### config.mk
export PLATFORM = sky130hd
export DESIGN_NAME = multi_channel_watchdog
export DESIGN_NICKNAME = d
export VERILOG_FILES = /design/src/rtl/wdg_pkg.sv /design/src/rtl/wdg_tick_unit.sv /design/src/rtl/wdg_ctrl.sv /design/src/rtl/multi_channel_watchdog.sv
export SDC_FILE = /design/constraint.sdc
export NUM_CORES = 1
export LEC_CHECK = 0
export ABC_AREA = 1
export CORE_ASPECT_RATIO = 0.6
export CORE_MARGIN = 3
export CORE_UTILIZATION = 69
export DETAILED_ROUTE_END_ITERATION = 10
export DONT_BUFFER_PORTS = 1
export PLACE_DENSITY = 0.85
export SLEW_MARGIN = 30
export SYNTH_ARGS = -nofsm -noshare
export SYNTH_HDL_FRONTEND = slang
export SYNTH_HIERARCHICAL = 1
export SYNTH_SLANG_ARGS = --single-unit
### constraint.sdc
create_clock -name aclk -period 6.65 [get_ports aclk]
set_input_delay 1.33 -clock aclk [delete_from_list [all_inputs] [get_ports aclk]]
set_output_delay 1.33 -clock aclk [all_outputs]
set_load 0.005 [all_outputs]
### src/rtl/wdg_pkg.sv
// ----------------------------------------------------------------------------
// wdg_pkg: shared types and constants for the multi-channel watchdog
// Channel count, counter width, operation and status codes, and the result
// record passed from the controller to the output stage.
// ----------------------------------------------------------------------------
package wdg_pkg;

    localparam int CHANNELS    = 8;
    localparam int COUNT_WIDTH = 17;
    localparam int TIMEOUT_W   = 16;
    localparam int MASK_W      = 8;
    localparam int CH_FIELD_W  = 4;
    localparam int CH_IDX_W    = (CHANNELS > 1) ? $clog2(CHANNELS) : 1;
    localparam int CMP_W       = (COUNT_WIDTH > TIMEOUT_W) ? COUNT_WIDTH : TIMEOUT_W;

    localparam logic [TIMEOUT_W-1:0] TIMEOUT_RESET = TIMEOUT_W'(60);

    typedef logic [COUNT_WIDTH-1:0] count_t;
    typedef logic [CH_IDX_W-1:0]    ch_idx_t;
    typedef logic [TIMEOUT_W-1:0]   timeout_t;
    typedef logic [MASK_W-1:0]      mask_t;

    typedef enum logic [1:0] {
        OP_TICK      = 2'd0,
        OP_ENABLE    = 2'd1,
        OP_DISABLE   = 2'd2,
        OP_KEEPALIVE = 2'd3
    } op_t;

    typedef enum logic [1:0] {
        ST_OK          = 2'd0,
        ST_NOT_STARTED = 2'd1,
        ST_BAD_CHANNEL = 2'd2
    } status_t;

    typedef enum logic [1:0] {
        S_IDLE = 2'd0,
        S_SCAN = 2'd1,
        S_DONE = 2'd2
    } state_t;

    typedef struct packed {
        status_t status;
        mask_t   expired_mask;
    } result_t;

endpackage

### src/rtl/wdg_tick_unit.sv
// ----------------------------------------------------------------------------
// wdg_tick_unit: shared saturating increment and timeout compare
// Applied to one channel counter per cycle during a tick scan.
// ----------------------------------------------------------------------------
module wdg_tick_unit (
    input  wdg_pkg::count_t   count_in,
    input  wdg_pkg::timeout_t timeout,
    output wdg_pkg::count_t   count_out,
    output logic              expired
);
    import wdg_pkg::*;

    logic [CMP_W-1:0] count_ext;
    logic [CMP_W-1:0] timeout_ext;

    // counter sticks at all ones
    assign count_out   = (&count_in) ? count_in : count_in + COUNT_WIDTH'(1);
    assign count_ext   = CMP_W'(count_out);
    assign timeout_ext = CMP_W'(timeout);
    assign expired     = count_ext > timeout_ext;

endmodule

### src/rtl/wdg_ctrl.sv
// ----------------------------------------------------------------------------
// wdg_ctrl: sequencer and channel state for the watchdog
// Holds armed flags and seconds counters; applies channel operations in one
// step and walks all channels through the shared tick unit on a tick.
// ----------------------------------------------------------------------------
module wdg_ctrl (
    input  logic              aclk,
    input  logic              aresetn,
    input  logic              in_valid,
    output logic              in_ready,
    input  wdg_pkg::op_t      op,
    input  logic [3:0]        ch,
    input  wdg_pkg::timeout_t timeout,
    output logic              res_valid,
    input  logic              res_ready,
    output wdg_pkg::result_t  result
);
    import wdg_pkg::*;

    localparam ch_idx_t LAST_IDX = CH_IDX_W'(CHANNELS - 1);

    state_t  state_reg, state_next;
    ch_idx_t idx_reg, idx_next;
    mask_t   mask_reg, mask_next;
    status_t status_reg, status_next;
    logic    armed_reg [CHANNELS];
    count_t  count_reg [CHANNELS];

    logic    accept;
    logic    ch_ok;
    ch_idx_t ch_sel;
    ch_idx_t rd_idx;
    count_t  cur_count;
    logic    cur_armed;
    count_t  unit_count;
    logic    unit_expired;
    logic    count_wr;
    count_t  count_wr_val;
    logic    armed_wr;
    logic    armed_wr_val;

    wdg_tick_unit u_unit (
        .count_in  (cur_count),
        .timeout   (timeout),
        .count_out (unit_count),
        .expired   (unit_expired)
    );

    assign accept    = in_valid && in_ready;
    assign ch_ok     = {1'b0, ch} < (CH_FIELD_W + 1)'(CHANNELS);
    assign ch_sel    = CH_IDX_W'(ch);
    assign rd_idx    = (state_reg == S_SCAN) ? idx_reg : ch_sel;
    assign cur_count = count_reg[rd_idx];
    assign cur_armed = armed_reg[rd_idx];

    always_ff @(posedge aclk) begin
        if (!aresetn) begin
            state_reg <= S_IDLE;
            for (int i = 0; i < CHANNELS; i++) begin
                armed_reg[i] <= 1'b0;
                count_reg[i] <= '0;
            end
        end else begin
            state_reg <= state_next;
            if (count_wr) begin
                count_reg[rd_idx] <= count_wr_val;
            end
            if (armed_wr) begin
                armed_reg[rd_idx] <= armed_wr_val;
            end
        end
        idx_reg    <= idx_next;
        mask_reg   <= mask_next;
        status_reg <= status_next;
    end

    always_comb begin
        state_next   = state_reg;
        idx_next     = idx_reg;
        mask_next    = mask_reg;
        status_next  = status_reg;
        count_wr     = 1'b0;
        count_wr_val = '0;
        armed_wr     = 1'b0;
        armed_wr_val = 1'b0;
        in_ready     = 1'b0;
        res_valid    = 1'b0;

        case (state_reg)
            S_IDLE: begin
                in_ready = 1'b1;
                if (accept) begin
                    mask_next   = '0;
                    status_next = ST_OK;
                    idx_next    = '0;
                    if (op == OP_TICK) begin
                        state_next = S_SCAN;
                    end else begin
                        state_next = S_DONE;
                        if (!ch_ok) begin
                            status_next = ST_BAD_CHANNEL;
                        end else begin
                            case (op)
                                OP_ENABLE: begin
                                    count_wr     = 1'b1;
                                    armed_wr     = 1'b1;
                                    armed_wr_val = 1'b1;
                                end
                                OP_DISABLE: begin
                                    armed_wr = 1'b1;
                                end
                                OP_KEEPALIVE: begin
                                    if (cur_armed) begin
                                        count_wr = 1'b1;
                                    end else begin
                                        status_next = ST_NOT_STARTED;
                                    end
                                end
                                default: begin
                                    status_next = ST_OK;
                                end
                            endcase
                        end
                    end
                end
            end
            S_SCAN: begin
                if (cur_armed) begin
                    count_wr     = 1'b1;
                    count_wr_val = unit_count;
                    // only channels below MASK_W have a mask bit
                    if (unit_expired && (32'(idx_reg) < MASK_W)) begin
                        mask_next = mask_reg | (MASK_W'(1) << idx_reg);
                    end
                end
                if (idx_reg == LAST_IDX) begin
                    state_next = S_DONE;
                end else begin
                    idx_next = idx_reg + CH_IDX_W'(1);
                end
            end
            S_DONE: begin
                res_valid = 1'b1;
                if (res_ready) begin
                    state_next = S_IDLE;
                end
            end
            default: begin
                state_next = S_IDLE;
            end
        endcase
    end

    assign result.status       = status_reg;
    assign result.expired_mask = mask_reg;

endmodule

### src/rtl/multi_channel_watchdog.sv
// ----------------------------------------------------------------------------
// multi_channel_watchdog: multi-channel software watchdog timer
//
//  channel  dir  handshake          payload
//  s_       in   s_tvalid/s_tready  s_tdata: channel; s_tuser: operation
//  m_       out  m_tvalid/m_tready  m_tdata: status, expired_mask, any_expired
//  cfg_     in   cfg_wr_en          cfg_wr_data: timeout_seconds
//
// Enable, disable and keepalive go from transfer to result through the state
// register and then the output register. On a tick the single tick unit visits
// one channel counter per cycle. A finished result sits in the output register,
// so the next item is taken while it waits; only a second result stalls.
// Reset (aresetn low, synchronous) disarms all channels, clears the counters
// and loads timeout_seconds with 60.
// ----------------------------------------------------------------------------
module multi_channel_watchdog (
    input  logic        aclk,
    input  logic        aresetn,
    input  logic        s_tvalid,
    output logic        s_tready,
    input  logic [7:0]  s_tdata,     // [3:0] channel
    input  logic [1:0]  s_tuser,     // [1:0] operation
    output logic        m_tvalid,
    input  logic        m_tready,
    output logic [15:0] m_tdata,     // [1:0] status, [9:2] expired_mask, [10] any_expired
    input  logic        cfg_wr_en,
    input  logic [15:0] cfg_wr_data  // timeout_seconds
);
    import wdg_pkg::*;

    timeout_t timeout_reg;
    logic     out_valid_reg;
    result_t  out_res_reg;
    logic     res_valid;
    logic     res_ready;
    result_t  result;
    logic     any_expired;

    wdg_ctrl u_ctrl (
        .aclk      (aclk),
        .aresetn   (aresetn),
        .in_valid  (s_tvalid),
        .in_ready  (s_tready),
        .op        (op_t'(s_tuser)),
        .ch        (s_tdata[3:0]),
        .timeout   (timeout_reg),
        .res_valid (res_valid),
        .res_ready (res_ready),
        .result    (result)
    );

    assign res_ready = !out_valid_reg || m_tready;

    always_ff @(posedge aclk) begin
        if (!aresetn) begin
            timeout_reg   <= TIMEOUT_RESET;
            out_valid_reg <= 1'b0;
        end else begin
            if (cfg_wr_en) begin
                timeout_reg <= cfg_wr_data;
            end
            if (res_ready) begin
                out_valid_reg <= res_valid;
            end
        end
        if (res_valid && res_ready) begin
            out_res_reg <= result;
        end
    end

    assign any_expired = |out_res_reg.expired_mask;
    assign m_tvalid    = out_valid_reg;
    assign m_tdata     = {5'b0, any_expired, out_res_reg.expired_mask, out_res_reg.status};

endmodule

==> results of run 1 <==
[placed cells by master (no fill, tap or decap), types with 21 or more instances in the layout]
cell type and count:
buf_4 21, a22oi_1 25, nand2_1 185, o21ai_0 24, nand3_1 40, dfxtp_1 27, nand4_1 155, edfxtp_1 159
inv_1 201, ha_1 26, nor2_1 75
[metal layers]
layer / GRT usage, % / vias to the layer above / part of all wire, %
met3: 5.99 / 43 / 12
met2: 45.8 / 458 / 43
met5: 0 / - / 0
li1: - / 3615 / -
met1: 45.1 / 3599 / 43
met4: 8.51 / 0 / 1.4
[worst max-delay path: stages]
cell,delay (ns)
nand2_1,0.04
nand2_1,0.14
nand2_1,0.17
nor2_2,0.52
buf_4,0.38
a22oi_1,0.12
nand4_1,0.23
nand2_1,0.16
nor3_1,0.28
nand2_1,0.16
nor2_1,0.16
xnor2_1,0.16
nand2_2,0.19
ha_1,0.35
nand2_1,0.07
nor2_1,0.12
nand3_1,0.13
nor3_1,0.20
nand2_1,0.10
a21oi_2,0.19
nand2_1,0.07
nand2_1,0.31
[layout make-up]
cell class	instances	share of cell area [%]
sequential	186	50.0
multi-input combinational	629	33.2
inverter	205	7.24
clock buffer	17	4.00
tap	192	2.26
clock inverter	15	1.64
timing repair buffer	22	1.59
[power breakdown]
part	internal, mW	total [mW]	switching [mW]
Combinational	0.108	0.426	0.318
Sequential	1.32	1.35	0.0264
Clock	0.508	1.02	0.514
Total	1.94	2.79	0.858
[kinds of logic after synthesis]
group / Yosys count
AND/OR/NAND/NOR: 511
adder cells (fa/ha/maj): 26
buffers and inverters: 291
other: 1
flip-flops: 186
XOR/XNOR: 13
AO/OA/AOI/OAI: 74
[worst max path at each step]
stage	startpoint	endpoint	depth (start not counted)
CTS	s_tdata[2]	u_ctrl/mask_reg[4]$_SDFFCE_PN0P_	28
finish	s_tdata[2]	u_ctrl/mask_reg[3]$_SDFFCE_PN0P_	22
global placement	s_tdata[2]	u_ctrl/mask_reg[7]$_SDFFCE_PN0P_	28
floorplan	s_tdata[2]	u_ctrl/mask_reg[0]$_SDFFCE_PN0P_	27
detailed placement	s_tdata[2]	u_ctrl/mask_reg[7]$_SDFFCE_PN0P_	28
global route	s_tdata[2]	u_ctrl/mask_reg[4]$_SDFFCE_PN0P_	22
==> flow_metrics.env, run 1 <==
export IMPL_status="completed"
export IMPL_drc=0
export IMPL_synth_compound_area_share_pct=4.46
export IMPL_hold_viol=0
export IMPL_grt_pass1_wl_um=38100
export IMPL_synthMuxAreaShare_pct=0
export IMPL_grt_use_total_pct=30.3
export IMPL_post_cts_resized=0
export IMPL_dr_pass1_iters=6
export IMPL_grt_pass1_vias=7047
export IMPL_fmax_mhz=183
export IMPL_synthCells=1102
export IMPL_core_area_mm2=0.0141
export IMPL_die_w_um=164
export IMPL_synth_top_area_share_pct=46.4
export IMPL_gr_total_overflow=0
export IMPL_cts_buffers=17
export IMPL_fin_util_pct=75.2
export IMPL_max_cap_viol_count=0
export IMPL_die_y_um=101
export IMPL_port_buffers=0
export IMPL_yosys_warnings=6
export IMPL_reg2reg_slack_ns=1.32
export IMPL_synth_seq_area_share_pct=51.6
export IMPL_area_growth_syn_to_layout_pct=3.15
export IMPL_synth_simple_area_share_pct=25.0
export IMPL_clk_path_buf_depth=2
export IMPL_post_cts_buffers=0
export IMPL_regArea_mm2=0.00532
export IMPL_antenna_found_initial=0
export IMPL_cp_data_required_time_ns=6.75
export IMPL_hold_buffers=0
export IMPL_post_layout_nonfiller_instances=1266
export IMPL_cts_max_level=4
export IMPL_min_period_ns=5.47
export IMPL_nFillCells=964
export IMPL_synth_cell_types=44
export IMPL_via_count=7715
export IMPL_finalSetupTns_ns=0
export IMPL_worstHoldStart="u_ctrl/mask_reg[4]$_SDFFCE_PN0P_"
export IMPL_postSynth_asyncResetShare_pct=0
export IMPL_cts_tree="built"
export IMPL_pre_cts_ws_ns=0.931
export IMPL_power_total_mw=2.79
export IMPL_layout_setup_ws_ns=1.18
export IMPL_hold_ws_ns=0.449
export IMPL_synth_largest_area_cell="edfxtp_1"
export IMPL_synth_area_top_cells="edfxtp_1 46%, nand4_1 9.4%, inv_1 7.3%, nand2_1 6.9%, dfxtp_1 5.2%"
export IMPL_drive_above_1_share_pct=10.3
export IMPL_synth_fa_ha_area_share_pct=3.16
export IMPL_multiInputGateArea_mm2=0.00353
export IMPL_pin_count=49
export IMPL_netlist_area_mm2=0.0103
export IMPL_min_to="m_tdata[6]$_DFFE_PP_"
export IMPL_fin_skew_ns=0.0156
export IMPL_insertedDiodeCount=0
export IMPL_vias_per_cell=6.09
export IMPL_cts_root_buffer="clkbuf_16"
export IMPL_hold_class="reg -> reg"
export IMPL_end_kind="flop"
export IMPL_place_area_mm2=0.0100
export IMPL_r2r_start="u_ctrl/state_reg[0]$_SDFFE_PN0P_"
export IMPL_initial_core_util_pct=72.9
export IMPL_cts_reportedPaths_clkPinSlew_ns=0.08
export IMPL_synthXorXnorAreaFrac_pct=1.29
export IMPL_synth_most_common_cell="inv_1"
export IMPL_rsz0062_at_grt="no"
export IMPL_wire_per_inst_um=19.5
export IMPL_nNetsFinal=1118
export IMPL_synth_commonest_cells="201 x inv_1, 190 x nand2_1, 159 x edfxtp_1, 155 x nand4_1, 76 x nor2_1"
export IMPL_largest_reg_flops=136
export IMPL_ys_dominant_reg_cell="edfxtp_1"
export IMPL_synth_top_family_by_area="simple AND/OR/NAND/NOR gates"
export IMPL_clock_latency_ns=0.44
export IMPL_slew_violations=0
export IMPL_p_leak_nw=5.19
export IMPL_crit_path_max_fanout=17
export IMPL_vdd_drop_max_uv=161
export IMPL_routed_wl_um=24700
export IMPL_drtAntennaViolNets=0
export IMPL_r2r_end="u_ctrl/mask_reg[3]$_SDFFCE_PN0P_"
export IMPL_tightest_slew_ns=1.04
export IMPL_grt_max_degree=180
export IMPL_final_area_mm2=0.0106
export IMPL_ys_ff_latch=186
export IMPL_avgSynthCellArea_um2=9.35
export IMPL_setup_violations=0
export IMPL_die_area_mm2=0.0165
export IMPL_dp_cells=1234
export IMPL_slew_headroom_pct=30.7
export IMPL_fp_row_count=33
export IMPL_synth_edf_count=159
export IMPL_cts_sinks=186
export IMPL_holdPathStages=0
export IMPL_power_density_mw_per_mm2=263
export IMPL_crit_type="in -> reg"
export IMPL_period_share_pct=82.3
export IMPL_place_hpwl_um=15700
export IMPL_cp_arrival_ns=5.57
export IMPL_dr_first_iter_drc_count=1080
export IMPL_rr_worst_depth=22
export IMPL_startpoint_type="primary input"
export IMPL_routabilityCongestion=0.939
Note: power is estimated with default switching activity, not from simulation.
==> run 2, diff against run 1 <==
CORE_UTILIZATION = 64   (was 69)
PLACE_DENSITY = 0.8   (was 0.85)
clock period = 5.39 ns   (was 6.65 ns; I/O delays follow)
==> run 2 against run 1 <==
Clock power grew 25%. Highest routed layer is now met5. Register-to-register slack lost 0.94 ns. Die area grew 7.4%. Total power grew 25%. Critical endpoint unchanged.
==> flow_metrics.env, run 2 (synthesis gave the netlist of run 1 again) <==
export IMPL_status="completed"
export IMPL_antenna_found_initial=1
export IMPL_cts_tree="built"
export IMPL_critPathTopFamily="simple AND/OR/NAND/NOR gates"
export IMPL_pwr_share_comb_pct=16.0
export IMPL_via_count=7695
export IMPL_initial_core_util_pct=66.3
export IMPL_fin_skew_ns=0.0169
export IMPL_gr_total_overflow=0
export IMPL_m1WireLength_um=10900
export IMPL_vias_per_cell=6.01
export IMPL_max_cap_viol_count=0
export IMPL_layout_commonest_cell="inv_1"
export IMPL_cts_root_buffer="clkbuf_16"
export IMPL_slew_violations=0
export IMPL_cts_max_level=4
export IMPL_hold_viol=0
export IMPL_port_buffers=0
export IMPL_slew_headroom_pct=34.2
export IMPL_p_seq_share_pct=47.6
export IMPL_finalSetupTns_ns=0
export IMPL_cp_data_required_time_ns=5.54
export IMPL_grt_pass1_wl_um=38600
export IMPL_netSwitchingFraction_pct=28.7
export IMPL_post_cts_resized=0
export IMPL_core_area_mm2=0.0155
export IMPL_hold_buffers=0
export IMPL_area_growth_syn_to_layout_pct=4.41
export IMPL_post_cts_buffers=0
export IMPL_routabilityCongestion=0.919
export IMPL_end_kind="flop"
export IMPL_power_density_mw_per_mm2=324
export IMPL_critical_path_cell_chain="nand3_1 -> nand2_1 -> nand2_1 -> nor2_2 -> buf_12 -> nand2_1 -> nand2_1 -> nor2_1 -> nand4_1 -> nand2_1 -> nor3_1 -> nand3_1 -> xor2_1 -> nand2_2 -> ha_1 -> nand2_1 -> nor2_1 -> nand3_1 -> nor3_1 -> nand2_1 -> a21oi_2 -> nand2_1 -> nand2_1 -> buf_12"
export IMPL_die_y_um=104
export IMPL_dr_first_iter_drc_count=1076
export IMPL_grt_max_degree=180
export IMPL_crit_type="reg -> reg"
export IMPL_grt_pass1_vias=7003
export IMPL_critPathSlowestCell="dfxtp_1"
export IMPL_pin_count=49
export IMPL_nFillCells=1131
export IMPL_routed_wl_um=25200
export IMPL_met2_length_um=10600
export IMPL_fp_row_count=35
export IMPL_insertedDiodeCount=0
export IMPL_p_leak_nw=5.22
export IMPL_slowest_delay_ns=0.65
export IMPL_dr_pass1_iters=6
export IMPL_wire_per_inst_um=19.7
export IMPL_layout_setup_ws_ns=0.383
export IMPL_cp_buffers_inverters=2
export IMPL_largest_reg_flops=136
export IMPL_grt_use_total_pct=28.4
export IMPL_drtAntennaViolNets=0
export IMPL_tightest_slew_ns=0.987
export IMPL_startpoint_type="flop"
export IMPL_nNetsFinal=1121
export IMPL_rsz0062_at_grt="no"
export IMPL_period_share_pct=92.9
export IMPL_internal_power_mw=2.49
export IMPL_crit_path_frequent_cell="nand2_1"
export IMPL_cts_sinks=186
export IMPL_pre_cts_ws_ns=0.283
export IMPL_clock_latency_ns=0.44
export IMPL_top_layer="met5"
export IMPL_drc=0
export IMPL_die_area_mm2=0.0177
export IMPL_fmax_mhz=200
export IMPL_place_hpwl_um=15000
export IMPL_clk_path_buf_depth=2
export IMPL_die_w_um=170
export IMPL_cts_reportedPaths_clkPinSlew_ns=0.07
export IMPL_vdd_drop_max_uv=225
export IMPL_routed_wl_met3_um=3180
export IMPL_drive_above_1_share_pct=10.6
export IMPL_cts_buffers=17
export IMPL_setup_violations=0
export IMPL_cp_arrival_ns=5.16
export IMPL_clkPwrFrac_pct=36.4
export IMPL_hold_class="reg -> reg"
export IMPL_power_switching_mw=1.00
export IMPL_layout_common_cells="201 x inv_1, 182 x nand2_1, 159 x edfxtp_1"
export IMPL_crit_path_max_fanout=20
export IMPL_min_period_ns=5.01
-- run 2: changes by cell type in the layout (fill, tap and decap cells not counted), sizes merged --
cell	delta
inv	-1
clkinv	-5
clkbuf	+5
bufinv	+1
buf	+3
-- run 2: path summary, 6_finish.rpt --
path / start / to / slack, ns / depth (start not counted)
setup / recovery: u_ctrl/state_reg[0]$_SDFFE_PN0P_ / u_ctrl/mask_reg[3]$_SDFFCE_PN0P_ / 0.38 / 24
hold / removal: u_ctrl/mask_reg[3]$_SDFFCE_PN0P_ / m_tdata[5]$_DFFE_PP_ / 0.46 / 0
setup reg to reg: u_ctrl/state_reg[0]$_SDFFE_PN0P_ / u_ctrl/mask_reg[3]$_SDFFCE_PN0P_ / 0.38 / 24
hold reg to reg: u_ctrl/mask_reg[3]$_SDFFCE_PN0P_ / m_tdata[5]$_DFFE_PP_ / 0.46 / 0
-- run 2: metal layers --
| metal | vias to the layer above | track usage (%) |
|---|---|---|
| met3 | 48 | 7.90 |
| met5 | - | 0 |
| met2 | 447 | 40.6 |
| li1 | 3617 | - |
| met1 | 3581 | 42.6 |
| met4 | 2 | 8.05 |
-- run 2: power groups by stage --
| stage | Clock [mW] | Sequential, mW | Combinational, mW |
|---|---|---|---|
| after detailed placement | 0 | 1.69 | 0.534 |
| after floorplan | 0 | 1.68 | 0.430 |
| after CTS | 1.28 | 1.66 | 0.540 |
| final | 1.27 | 1.66 | 0.559 |
| after global placement | 0 | 1.69 | 0.520 |
| after global routing | 1.34 | 1.67 | 0.603 |
-- run 2: final cells by class --
cell class | instances | area, um^2 | area share [%]
clock buffers | 22 | 487 | 4.53
well taps | 203 | 254 | 2.36
multi-input cells | 629 | 3540 | 32.9
clock inverters | 10 | 103 | 0.954
repair buffers | 25 | 288 | 2.68
inverters | 205 | 769 | 7.16
flip-flops and latches | 186 | 5320 | 49.4
-- run 2: stage by stage --
stage	util [%]	instance area, um^2	total power, mW	cells	hold WS [ns]
final	69.2	10800	3.49	1280	0.459
after global routing	69.2	10800	3.61	1280	0.468
after CTS	69.1	10700	3.48	1280	0.460
after detailed placement	65.3	10200	2.23	1248	0.440
after global placement	65.2	10100	2.21	1248	0.432
after floorplan	-	10300	2.11	1106	0.400
